**src/design/rbh_pkg.sv**
```systemverilog
// rbh_pkg: shared sizes, opcodes, controller states and the command and
// status structs of the range-bin histogram. No dependencies.
package rbh_pkg;

  localparam int NUM_BINS   = 16;
  localparam int COUNT_BITS = 48;
  localparam int IDX_W      = (NUM_BINS > 1) ? $clog2(NUM_BINS) : 1;

  typedef enum logic [1:0] {
    OP_LOAD  = 2'd0,
    OP_COUNT = 2'd1,
    OP_READ  = 2'd2,
    OP_CLEAR = 2'd3
  } opcode_e;

  typedef enum logic [2:0] {
    ST_IDLE,
    ST_LOAD,
    ST_CMP,
    ST_ENC,
    ST_RD,
    ST_WB,
    ST_CLEAR,
    ST_DONE
  } state_e;

  typedef struct packed {
    logic capture;
    logic write_bounds;
    logic compare;
    logic encode;
    logic read;
    logic writeback;
    logic clear_counts;
    logic load_out;
  } ctrl_cmd_t;

  typedef struct packed {
    logic any_match;
  } ctrl_sts_t;

endpackage

```
**src/design/rbh_ctrl.sv**
```systemverilog
// rbh_ctrl: sequencing state machine of the range-bin histogram.
// Depends on rbh_pkg; drives the datapath through rbh_pkg::ctrl_cmd_t.
module rbh_ctrl (
  input  logic               clk_i,
  input  logic               rst_ni,
  input  logic               in_valid_i,
  output logic               in_stall_o,
  input  logic [1:0]         opcode_i,
  output logic               out_valid_o,
  input  logic               out_stall_i,
  input  rbh_pkg::ctrl_sts_t sts_i,
  output rbh_pkg::ctrl_cmd_t cmd_o
);

  rbh_pkg::state_e  state_q, state_d;
  rbh_pkg::opcode_e op_q, op_d;
  logic             out_valid_q, out_valid_d;
  logic             in_accept;
  logic             out_free;

  assign in_accept = in_valid_i && (state_q == rbh_pkg::ST_IDLE);
  // Output register is free when empty or being taken this cycle.
  assign out_free  = !out_valid_q || !out_stall_i;

  always_ff @(posedge clk_i or negedge rst_ni) begin
    if (!rst_ni) begin
      state_q     <= rbh_pkg::ST_IDLE;
      op_q        <= rbh_pkg::OP_LOAD;
      out_valid_q <= 1'b0;
    end else begin
      state_q     <= state_d;
      op_q        <= op_d;
      out_valid_q <= out_valid_d;
    end
  end

  always_comb begin
    state_d     = state_q;
    op_d        = op_q;
    cmd_o       = '0;
    out_valid_d = out_valid_q && out_stall_i;
    unique case (state_q)
      rbh_pkg::ST_IDLE: begin
        if (in_accept) begin
          cmd_o.capture = 1'b1;
          op_d          = rbh_pkg::opcode_e'(opcode_i);
          unique case (rbh_pkg::opcode_e'(opcode_i))
            rbh_pkg::OP_LOAD:  state_d = rbh_pkg::ST_LOAD;
            rbh_pkg::OP_COUNT: state_d = rbh_pkg::ST_CMP;
            rbh_pkg::OP_READ:  state_d = rbh_pkg::ST_RD;
            rbh_pkg::OP_CLEAR: state_d = rbh_pkg::ST_CLEAR;
            default:           state_d = rbh_pkg::ST_IDLE;
          endcase
        end
      end
      rbh_pkg::ST_LOAD: begin
        cmd_o.write_bounds = 1'b1;
        state_d            = rbh_pkg::ST_DONE;
      end
      rbh_pkg::ST_CMP: begin
        cmd_o.compare = 1'b1;
        state_d       = rbh_pkg::ST_ENC;
      end
      rbh_pkg::ST_ENC: begin
        cmd_o.encode = 1'b1;
        state_d      = sts_i.any_match ? rbh_pkg::ST_RD : rbh_pkg::ST_DONE;
      end
      rbh_pkg::ST_RD: begin
        cmd_o.read = 1'b1;
        state_d    = (op_q == rbh_pkg::OP_COUNT) ? rbh_pkg::ST_WB : rbh_pkg::ST_DONE;
      end
      rbh_pkg::ST_WB: begin
        cmd_o.writeback = 1'b1;
        state_d         = rbh_pkg::ST_DONE;
      end
      rbh_pkg::ST_CLEAR: begin
        cmd_o.clear_counts = 1'b1;
        state_d            = rbh_pkg::ST_DONE;
      end
      rbh_pkg::ST_DONE: begin
        if (out_free) begin
          cmd_o.load_out = 1'b1;
          out_valid_d    = 1'b1;
          state_d        = rbh_pkg::ST_IDLE;
        end
      end
      default: state_d = rbh_pkg::ST_IDLE;
    endcase
  end

  assign in_stall_o  = (state_q != rbh_pkg::ST_IDLE);
  assign out_valid_o = out_valid_q;

endmodule

```
**src/design/rbh_datapath.sv**
```systemverilog
// rbh_datapath: bin bounds, parallel compare, first-match encoder, count
// memory with valid bits and the output register. Depends on rbh_pkg.
module rbh_datapath (
  input  logic                            clk_i,
  input  logic                            rst_ni,
  input  rbh_pkg::ctrl_cmd_t              cmd_i,
  output rbh_pkg::ctrl_sts_t              sts_o,
  input  logic                            cfg_we_i,
  input  logic [4:0]                      cfg_wdata_i,
  input  logic [1:0]                      opcode_i,
  input  logic [3:0]                      bin_select_i,
  input  logic signed [31:0]              lower_value_i,
  input  logic signed [31:0]              upper_value_i,
  input  logic signed [31:0]              sample_i,
  output logic                            matched_o,
  output logic [3:0]                      hit_bin_o,
  output logic [47:0]                     count_value_o
);

  localparam logic [rbh_pkg::COUNT_BITS-1:0] COUNT_MAX = '1;

  logic [4:0]                      active_q;
  rbh_pkg::opcode_e                op_q;
  logic [3:0]                      sel_q;
  logic signed [31:0]              lo_in_q, hi_in_q, smp_q;
  logic signed [31:0]              bin_lo_q [rbh_pkg::NUM_BINS];
  logic signed [31:0]              bin_hi_q [rbh_pkg::NUM_BINS];
  logic [rbh_pkg::NUM_BINS-1:0]    match_d, match_q;
  logic [rbh_pkg::NUM_BINS-1:0]    first_hot;
  logic [rbh_pkg::IDX_W-1:0]       hit_idx_d, hit_idx_q;
  logic                            matched_q;
  logic [rbh_pkg::COUNT_BITS-1:0]  cnt_mem [rbh_pkg::NUM_BINS];
  logic [rbh_pkg::NUM_BINS-1:0]    cnt_vld_q;
  logic [rbh_pkg::COUNT_BITS-1:0]  rd_raw_q;
  logic                            rd_vld_q;
  logic [rbh_pkg::COUNT_BITS-1:0]  rd_cnt;
  logic [rbh_pkg::COUNT_BITS-1:0]  cnt_next;
  logic [rbh_pkg::IDX_W-1:0]       sel_idx, rd_addr;
  logic                            sel_ok;
  logic                            matched_out_q;
  logic [3:0]                      hit_out_q;
  logic [47:0]                     count_out_q;

  always_ff @(posedge clk_i or negedge rst_ni) begin
    if (!rst_ni) begin
      active_q <= '0;
    end else if (cfg_we_i) begin
      active_q <= cfg_wdata_i;
    end
  end

  always_ff @(posedge clk_i) begin
    if (cmd_i.capture) begin
      op_q    <= rbh_pkg::opcode_e'(opcode_i);
      sel_q   <= bin_select_i;
      lo_in_q <= lower_value_i;
      hi_in_q <= upper_value_i;
      smp_q   <= sample_i;
    end
  end

  assign sel_ok  = (int'(sel_q) < rbh_pkg::NUM_BINS);
  assign sel_idx = rbh_pkg::IDX_W'(sel_q);

  always_ff @(posedge clk_i) begin
    if (cmd_i.write_bounds && sel_ok) begin
      bin_lo_q[sel_idx] <= lo_in_q;
      bin_hi_q[sel_idx] <= hi_in_q;
    end
  end

  always_comb begin
    for (int j = 0; j < rbh_pkg::NUM_BINS; j++) begin
      match_d[j] = (j < int'(active_q)) && (bin_lo_q[j] <= smp_q) && (smp_q <= bin_hi_q[j]);
    end
  end

  // Isolate the lowest set bit, then OR the indexes of the one-hot vector.
  assign first_hot = match_q & (~match_q + 1'b1);

  always_comb begin
    hit_idx_d = '0;
    for (int j = 0; j < rbh_pkg::NUM_BINS; j++) begin
      hit_idx_d = hit_idx_d | (first_hot[j] ? rbh_pkg::IDX_W'(j) : '0);
    end
  end

  assign sts_o.any_match = |match_q;

  always_ff @(posedge clk_i or negedge rst_ni) begin
    if (!rst_ni) begin
      match_q   <= '0;
      matched_q <= 1'b0;
      hit_idx_q <= '0;
    end else begin
      if (cmd_i.capture) begin
        matched_q <= 1'b0;
        hit_idx_q <= '0;
      end
      if (cmd_i.compare) begin
        match_q <= match_d;
      end
      if (cmd_i.encode) begin
        matched_q <= |match_q;
        hit_idx_q <= hit_idx_d;
      end
    end
  end

  assign rd_addr = (op_q == rbh_pkg::OP_COUNT) ? hit_idx_q : sel_idx;
  assign rd_cnt  = rd_vld_q ? rd_raw_q : '0;
  assign cnt_next = (rd_cnt == COUNT_MAX) ? rd_cnt : rd_cnt + 1'b1;

  always_ff @(posedge clk_i) begin
    if (cmd_i.writeback) begin
      cnt_mem[hit_idx_q] <= cnt_next;
    end
    if (cmd_i.read) begin
      rd_raw_q <= cnt_mem[rd_addr];
      rd_vld_q <= cnt_vld_q[rd_addr];
    end
  end

  // Valid bits stand in for clearing the count memory.
  always_ff @(posedge clk_i or negedge rst_ni) begin
    if (!rst_ni) begin
      cnt_vld_q <= '0;
    end else if (cmd_i.clear_counts) begin
      cnt_vld_q <= '0;
    end else if (cmd_i.writeback) begin
      cnt_vld_q[hit_idx_q] <= 1'b1;
    end
  end

  always_ff @(posedge clk_i) begin
    if (cmd_i.load_out) begin
      matched_out_q <= (op_q == rbh_pkg::OP_COUNT) && matched_q;
      hit_out_q     <= (op_q == rbh_pkg::OP_COUNT) ? 4'(hit_idx_q) : 4'd0;
      count_out_q   <= ((op_q == rbh_pkg::OP_READ) && sel_ok) ? 48'(rd_cnt) : 48'd0;
    end
  end

  assign matched_o     = matched_out_q;
  assign hit_bin_o     = hit_out_q;
  assign count_value_o = count_out_q;

endmodule

```
**src/design/range_bin_histogram.sv**
```systemverilog
// range_bin_histogram: top level, joins rbh_ctrl and rbh_datapath.
// Depends on rbh_pkg, rbh_ctrl and rbh_datapath.
//
// channel   direction  handshake                 payload
// request   in         in_valid_i / in_stall_o   opcode, bin_select, lower/upper_value, sample
// result    out        out_valid_o / out_stall_i matched, hit_bin, count_value
// config    in         cfg_we_i                  cfg_wdata_i (active_bins)
//
// One request at a time, one result per request. Load, clear and read pass
// through their own state (write bounds, clear counts, count memory read); count
// passes compare and first-match encode, then on a match count memory read and
// write back, the longest path given the single read port and read-modify-write.
// All end in the done state, which loads the result register once it is free.
// Reset clears state, config and count valid bits at once; bounds hold undefined
// values until loaded. A stalled result holds in the output register while the
// block takes the next request, which then waits for it.
module range_bin_histogram (
  input  logic               clk_i,
  input  logic               rst_ni,
  input  logic               cfg_we_i,
  input  logic [4:0]         cfg_wdata_i,
  input  logic               in_valid_i,
  output logic               in_stall_o,
  input  logic [1:0]         opcode_i,
  input  logic [3:0]         bin_select_i,
  input  logic signed [31:0] lower_value_i,
  input  logic signed [31:0] upper_value_i,
  input  logic signed [31:0] sample_i,
  output logic               out_valid_o,
  input  logic               out_stall_i,
  output logic               matched_o,
  output logic [3:0]         hit_bin_o,
  output logic [47:0]        count_value_o
);

  rbh_pkg::ctrl_cmd_t cmd;
  rbh_pkg::ctrl_sts_t sts;

  // Sequence each request: load, clear, read, or compare, encode, read and write back.
  rbh_ctrl u_ctrl (
    .clk_i       (clk_i),
    .rst_ni      (rst_ni),
    .in_valid_i  (in_valid_i),
    .in_stall_o  (in_stall_o),
    .opcode_i    (opcode_i),
    .out_valid_o (out_valid_o),
    .out_stall_i (out_stall_i),
    .sts_i       (sts),
    .cmd_o       (cmd)
  );

  // Hold bounds and counts; compare all active bins in parallel.
  rbh_datapath u_datapath (
    .clk_i         (clk_i),
    .rst_ni        (rst_ni),
    .cmd_i         (cmd),
    .sts_o         (sts),
    .cfg_we_i      (cfg_we_i),
    .cfg_wdata_i   (cfg_wdata_i),
    .opcode_i      (opcode_i),
    .bin_select_i  (bin_select_i),
    .lower_value_i (lower_value_i),
    .upper_value_i (upper_value_i),
    .sample_i      (sample_i),
    .matched_o     (matched_o),
    .hit_bin_o     (hit_bin_o),
    .count_value_o (count_value_o)
  );

`ifndef SYNTH
  // Go busy right after taking a request.
  a_busy_after_accept: assert property (@(posedge clk_i) disable iff (!rst_ni)
    (in_valid_i && !in_stall_o) |=> in_stall_o)
    else $error("request accepted but block not busy");

  // A result with no match carries a zero bin index.
  a_hit_zero_on_miss: assert property (@(posedge clk_i) disable iff (!rst_ni)
    (out_valid_o && !matched_o) |-> (hit_bin_o == 4'd0))
    else $error("hit_bin set without a match");

  // A count result and a read result never mix.
  a_match_or_count: assert property (@(posedge clk_i) disable iff (!rst_ni)
    (out_valid_o && matched_o) |-> (count_value_o == 48'd0))
    else $error("matched and count_value both set");
`endif

endmodule

```
**config.mk**
```make
export PLATFORM = sky130hd
export DESIGN_NAME = range_bin_histogram
export DESIGN_NICKNAME = d
export VERILOG_FILES = /design/src/design/rbh_pkg.sv /design/src/design/rbh_ctrl.sv /design/src/design/rbh_datapath.sv /design/src/design/range_bin_histogram.sv
export SDC_FILE = /design/constraint.sdc
export NUM_CORES = 2
export LEC_CHECK = 0
export ABC_AREA = 0
export BUFFER_PORTS_ARGS = -buffer_cell sky130_fd_sc_hd__buf_2
export CAP_MARGIN = 30
export CORE_MARGIN = 2
export CORE_UTILIZATION = 67
export CTS_CLUSTER_SIZE = 8
export DETAILED_ROUTE_END_ITERATION = 10
export PLACE_DENSITY = 0.81
export RECOVER_POWER = 100
export SYNTH_ARGS = -nofsm -noshare
export SYNTH_HDL_FRONTEND = slang
export SYNTH_SLANG_ARGS = --single-unit
```
**constraint.sdc**
```tcl
create_clock -name clk_i -period 16.2 [get_ports clk_i]
set_input_delay 3.24 -clock clk_i [delete_from_list [all_inputs] [get_ports clk_i]]
set_output_delay 3.24 -clock clk_i [all_outputs]
set_load 0.02 [all_outputs]
```
# ---- Yosys cells after proc, flatten, opt, wreduce, memory -nomap -nowiden
# Memories as Yosys holds them, arrays and structs flattened. A register that Yosys moved wholly into a read port is not among the register bits.
# Index checks and enable logic that the tools add are counted.
dict set report op_classes {
  n_reduce_logical 48
  eq_ne 16
  n_div 0
  addsub 2
  mul 0
  n_shift 0
  n_bitwise 17
  mux 50
  n_lt_le_gt_ge 51
}
# operator n
set ops {}
lappend ops {{$le 32x32->1} 32}
lappend ops {{$mux 48} 2}
lappend ops {{$or 4x4->4} 14}
lappend ops {{$add 48x1->48 const B} 1}
lappend ops {{$eq 48x48->1 const B} 1}
lappend ops {{$mux 4} 11}
lappend ops {{$lt 4x5->1 const A} 8}
lappend ops {{$logic_and 1x1->1} 36}
lappend ops {{$mux 16} 2}
lappend ops {{$mux 1} 21}
lappend ops {{$lt 3x5->1 const A} 4}
lappend ops {{$mux 3} 6}
lappend ops {{$pmux 3 s6} 1}
lappend ops {{$add 16x1->16 const B} 1}
lappend ops {{$and 16x16->16} 1}
lappend ops {{$not 16->16} 1}
lappend ops {{$or 16x16->16} 1}
lappend ops {{$reduce_or 16->1} 1}
lappend ops {{$eq 3x3->1 const B} 4}
lappend ops {{$pmux 3 s4} 1}
lappend ops {{$lt 1x5->1 const A} 2}
lappend ops {{$lt 2x5->1 const A} 2}
lappend ops {{$lt 4x5->1 const B} 2}
lappend ops {{$mux 2} 4}
lappend ops {{16 further kinds} 25}
dict set report word_totals {
  output_inout_bits 55
  rom_bits 0
  ff_bits 204
  wordCells 204
  inputBits 112
  latchBits 0
  n_memories 3
  ramBits 1792
}
# name depth word_bits read_ports rd_ports_with_merged_regs wr line
set memory_table {}
lappend memory_table {u_datapath.cnt_mem 16 48 1 1 1 rbh_datapath.sv:32} ;# logic [rbh_pkg::COUNT_BITS-1:0] cnt_mem [rbh_pkg::NUM_BINS];
lappend memory_table {u_datapath.bin_hi_q 16 32 16 0 1 rbh_datapath.sv:27} ;# logic signed [31:0] bin_hi_q [rbh_pkg::NUM_BINS];
lappend memory_table {u_datapath.bin_lo_q 16 32 16 0 1 rbh_datapath.sv:26} ;# logic signed [31:0] bin_lo_q [rbh_pkg::NUM_BINS];

# ---- Logic depth before layout (Yosys ltp)
dict set report depth {
  ltp_word 19
  mapped_depth 14
  ltp_nobuf 10
}

# ---- Modules after synthesis
# A second synthesis with hierarchy kept.
dict set report hier_totals {
  cells_unflattened 6296
  hier_area_um2 94470.6
}
# module seq_area_each_um2 cells_per_inst n_inst area_per_inst_um2
set by_module_without_submodules {}
lappend by_module_without_submodules {rbh_datapath 60988.5 6258 1 94102.8}
lappend by_module_without_submodules {rbh_ctrl 150.1 38 1 367.9}

# ---- Worst setup path before layout
# OpenSTA, ideal clock, no wires.
dict set report synth_timing {
  path_kind {register to register}
  startpoint {reg u_ctrl.state_q[0]}
  endpoint {mem u_datapath.bin_hi_q[0][0], enable pin}
  required_time_ns 15.635
  period_less_slack_ns 6.332
  setup_ns 0.565
  path_buffers 1
  arrival_ns 5.768
  path_stages_with_launch 5
  slack_ns 9.868
  cell_sequence {dfrtp_1 > clkbuf_1 > or3b_2 > or3_1 > nor3_1}
}
dict set report synth_via {
  elab_chain_cells 4
}
# element line
set synth_rtl {}
lappend synth_rtl {{from (decl)} rbh_ctrl.sv:15} ;# rbh_pkg::state_e state_q, state_d;
lappend synth_rtl {{from (signal assigned)} rbh_ctrl.sv:27} ;# state_q <= rbh_pkg::ST_IDLE;
lappend synth_rtl {{from (signal assigned)} rbh_ctrl.sv:31} ;# state_q <= state_d;
lappend synth_rtl {{$eq 3x1->1} rbh_ctrl.sv:42} ;# unique case (state_q)
lappend synth_rtl {{$mux 1} rbh_ctrl.sv:42}
lappend synth_rtl {{$mux 1} rbh_datapath.sv:66} ;# if (cmd_i.write_bounds && sel_ok) begin
lappend synth_rtl {{$mux 1 (not written as such)} rbh_datapath.sv:68} ;# bin_hi_q[sel_idx] <= hi_in_q;
lappend synth_rtl {{to (decl)} rbh_datapath.sv:27}
# No other way between the ends.

# ---- Final worst setup path
dict set report layout_timing {
  startpoint {reg u_datapath.op_q[1]}
  endpoint {reg u_datapath.rd_raw_q[32] (netlist name) (read register of u_datapath.cnt_mem), data pin}
}
dict set report layout_via {
  elab_chain_cells 2
}
# element line
set layout_rtl {}
lappend layout_rtl {{from (decl)} rbh_datapath.sv:23} ;# rbh_pkg::opcode_e op_q;
lappend layout_rtl {{from (signal assigned)} rbh_datapath.sv:54} ;# op_q <= rbh_pkg::opcode_e'(opcode_i);
lappend layout_rtl {{$eq 2x1->1} rbh_datapath.sv:110} ;# assign rd_addr = (op_q == rbh_pkg::OP_COUNT) ? hit_idx_q : sel_idx;
lappend layout_rtl {{$mux 4} rbh_datapath.sv:110}
lappend layout_rtl {{to (decl)} rbh_datapath.sv:34} ;# logic [rbh_pkg::COUNT_BITS-1:0] rd_raw_q;
# No other way between the ends.
# A chain may end at the register's enable or synchronous reset.

==> results.cfg <==
[synthesis]
synth_seq_area_share = 0.648
synth_area_sq_mm = 0.0944
post-synth-top-count-cell = edfxtp_1
synth-main-ff-cell = edfxtp_1
synthArstFlopShare = 0.0235
synth_area_leaders = edfxtp_1 63%, ha_1 14%, mux4_2 4.7%
synth_edf_count = 1996
synth_common_cells = 1996 x edfxtp_1, 1025 x ha_1, 605 x inv_1
netlist_instances = 6240
yosys.area.top_type_share = 0.635
synth_warnings = 0
syn_nets = 7377
yosysUniqueCellTypes = 84
yosys.area.top_type = edfxtp_1
avgSynthCellArea_sq_um = 15.1
synth-seq-cells = 2044

[placement]
globalplace.congestion = 0.873
dp_hpwl_um = 140000
io_buffers = 166
dp_cells = 8307

[die]
core_sq_mm = 0.140
io_pins = 167
start_util = 0.676
die_w_um = 379
row_count = 137
die_height_um = 379
die-area_sq_mm = 0.144

[timing]
fmaxAchievable_ghz = 0.110
fin_crit_ns = 9.06
setup-violations-final = 0
hold_viol = 0
worst_pin_slew_ns = 4.57
tns_ns = 0
slew_headroom = -2.04
drv_slew = 2403
skew_ns = 0.0681
rsz0062_at_grt = no
fin_crit_sh = 0.559

[route]
ant_nets = 0
wl_per_cell_um = 28.2
drt-total-wl_um = 246000
dr.first_iter.drc_count = 7776
drc = 0
vias_per_cell = 6.78
drt_pre_antenna_iters = 6
vias = 59100

[setup_path]
worstPathArrival_ns = 9.68
critical_path_depth = 9
path_cells = nand2b_1 -> a21oi_1 -> clkbuf_1 -> clkbuf_1 -> clkbuf_1 -> mux4_2 -> and2_0 -> a211oi_1 -> a31oi_1
critPathMostFrequentCell = clkbuf_1
critPathTopFamily = buffers and inverters
end_kind = flip-flop
worst_path_max_delay_cell = clkbuf_1
r2r_cells = 9
cp_slowest_stage_delay_ns = 2.75
r2r_start = u_datapath.op_q[1]$_DFFE_PP_
required_ns = 16.82
startpoint = u_datapath.op_q[1]$_DFFE_PP_
path_class = flip-flop to flip-flop
worst-path-buf-inv = 3
cp-start-kind = flip-flop
crit_fanout = 44

[clocking]
ctsResizeCount = 0
cts.htree.levels = 5
post_cts_buffers = 0
postCtsHoldBufs = 0
cts_buffers = 305
cts.sink_count = 2044
tritoncts = built
insertion_delay_ns = 0.95
clock_path_buffers = 4
cts-root-buf = clkbuf_16
clk_pin_slew_ns = 0.05

[global_route]
grtUsageTotal = 0.342
grt_antenna_before_repair = 9
grt_max_degree = 149
grt_remaining_overflow = 0
grt_pass1_wl_um = 361000
grt_pass1_vias = 60100

[power]
cellLeakagePower_nw = 40.6
p_per_area_mw_per_mm2 = 126
ir_drop_v = 0.000138

[finish]
syn_to_final_growth_pct = 12.3
drive_gt1_frac = 0.104
fin_nets = 7897
finalNonFillerCells = 8713

[hold_path]
whs_path_depth = 1
hp-start = u_datapath.cnt_vld_q[11]$_DFFE_PN0P_
hold_class = flip-flop to flip-flop

[status]
violations = capacitance limit, slew limit
run_status = finished, violations left

[run]
drv_cap = 67
cells in the final DEF, fill, tap and decap left out, types with 16 or more instances in the layout:
cell type,count
a211oi_1,74
a21o_1,151
a21oi_1,404
a221oi_1,21
a31oi_1,54
and2_0,79
and2_1,17
and4_1,21
buf_2,93
buf_4,71
clkbuf_1,213
clkbuf_16,312
dfrtp_1,48
edfxtp_1,1996
ha_1,1025
inv_1,605
mux2i_1,20
mux4_2,196
nand2_1,356
nand3_1,97
nand3b_1,16
nand4_1,234
nor2_1,115
nor2b_1,39
nor3_1,61
nor4_1,43
o211ai_1,47
o21a_1,28
o21ai_0,125
or3_1,21
or4_1,16
xnor2_1,21
xor2_1,18
through the flow:
stage	setup WS, ns	hold WS (ns)	util	cell area, sq um	total power, mW
floorplan	9.87	0.459	-	94400	7.29
global placement	10.85	0.468	0.703	98300	7.74
detailed placement	10.73	0.480	0.704	98400	7.82
CTS	10.76	0.495	0.762	106000	13.3
global route	6.06	0.520	0.759	106000	13.7
finish	7.14	0.505	0.759	106000	13.4
where the power goes:
group          total [mW]  switching (mW)  internal (mW)
logic                1.40           0.963          0.441
registers            6.42           0.199           6.22
clock network        5.54            2.13           3.41
cells by family after synthesis:
logic type	count (synthesis)	share of synthesized area
simple gates	1175	0.0647
xor+xnor	39	0.00362
compound gates	1028	0.0689
buf+inv	706	0.0296
flops	2044	0.648
mux	223	0.0497
fa+ha+maj	1025	0.136
layer usage:
metal  vias to the layer above  global-route usage  wire length, um
met5                         -                   0               80
met4                        12               0.170            12700
met3                       884              0.0614            25800
met2                      3912               0.555           118000
met1                     29000               0.448            89600
li1                      25300                   -                -
worst paths after layout:
path | end | slack [ns]
min reg2reg | u_datapath.cnt_vld_q[11]$_DFFE_PN0P_ | 0.50
max reg2reg | u_datapath.rd_raw_q[32]$_DFFE_PP_ | 7.14
min in group asynchronous | u_datapath.active_q[2]$_DFFE_PN0P_ | 3.46
max | u_datapath.rd_raw_q[32]$_DFFE_PP_ | 7.14
min | u_datapath.cnt_vld_q[11]$_DFFE_PN0P_ | 0.50
max in group asynchronous | u_datapath.cnt_vld_q[10]$_DFFE_PN0P_ | 10.97
sequential cells by signal, indices dropped and copies added, names as in the netlist, 3 cells and up:
signal,flops
u_datapath.lo_in_q,32
u_datapath.rd_raw_q,48
u_datapath.bin_lo_q,512
u_datapath.smp_q,32
u_datapath.sel_idx,4
u_datapath.match_q,16
u_datapath.hi_in_q,32
u_datapath.bin_hi_q,512
u_datapath.hit_bin_o,4
u_datapath.hit_idx_q,4
u_datapath.cnt_vld_q,16
u_datapath.active_q,5
u_datapath.count_value_o,48
u_datapath.cnt_mem,768
u_ctrl.state_q,3
worst reg2reg max path, stage by stage, from the launching register on:
cell and delay [ns]:
edfxtp_1 0.42, nand2b_1 0.35, a21oi_1 0.29, clkbuf_1 1.28, clkbuf_1 2.23, clkbuf_1 2.80
mux4_2 0.81, and2_0 0.19, a211oi_1 0.31, a31oi_1 0.08
cell type report:
cell class	instances	area [sq um]
antenna	3	7.51
clock buffer	377	8050
clock inverter	4	32.5
fill	7866	33700
inverter	606	2280
multi-input combinational	3490	30600
sequential	2044	61100
tap	1876	2350
timing repair buffer	313	1570
No activity file was read; power rests on OpenSTA's default activity.
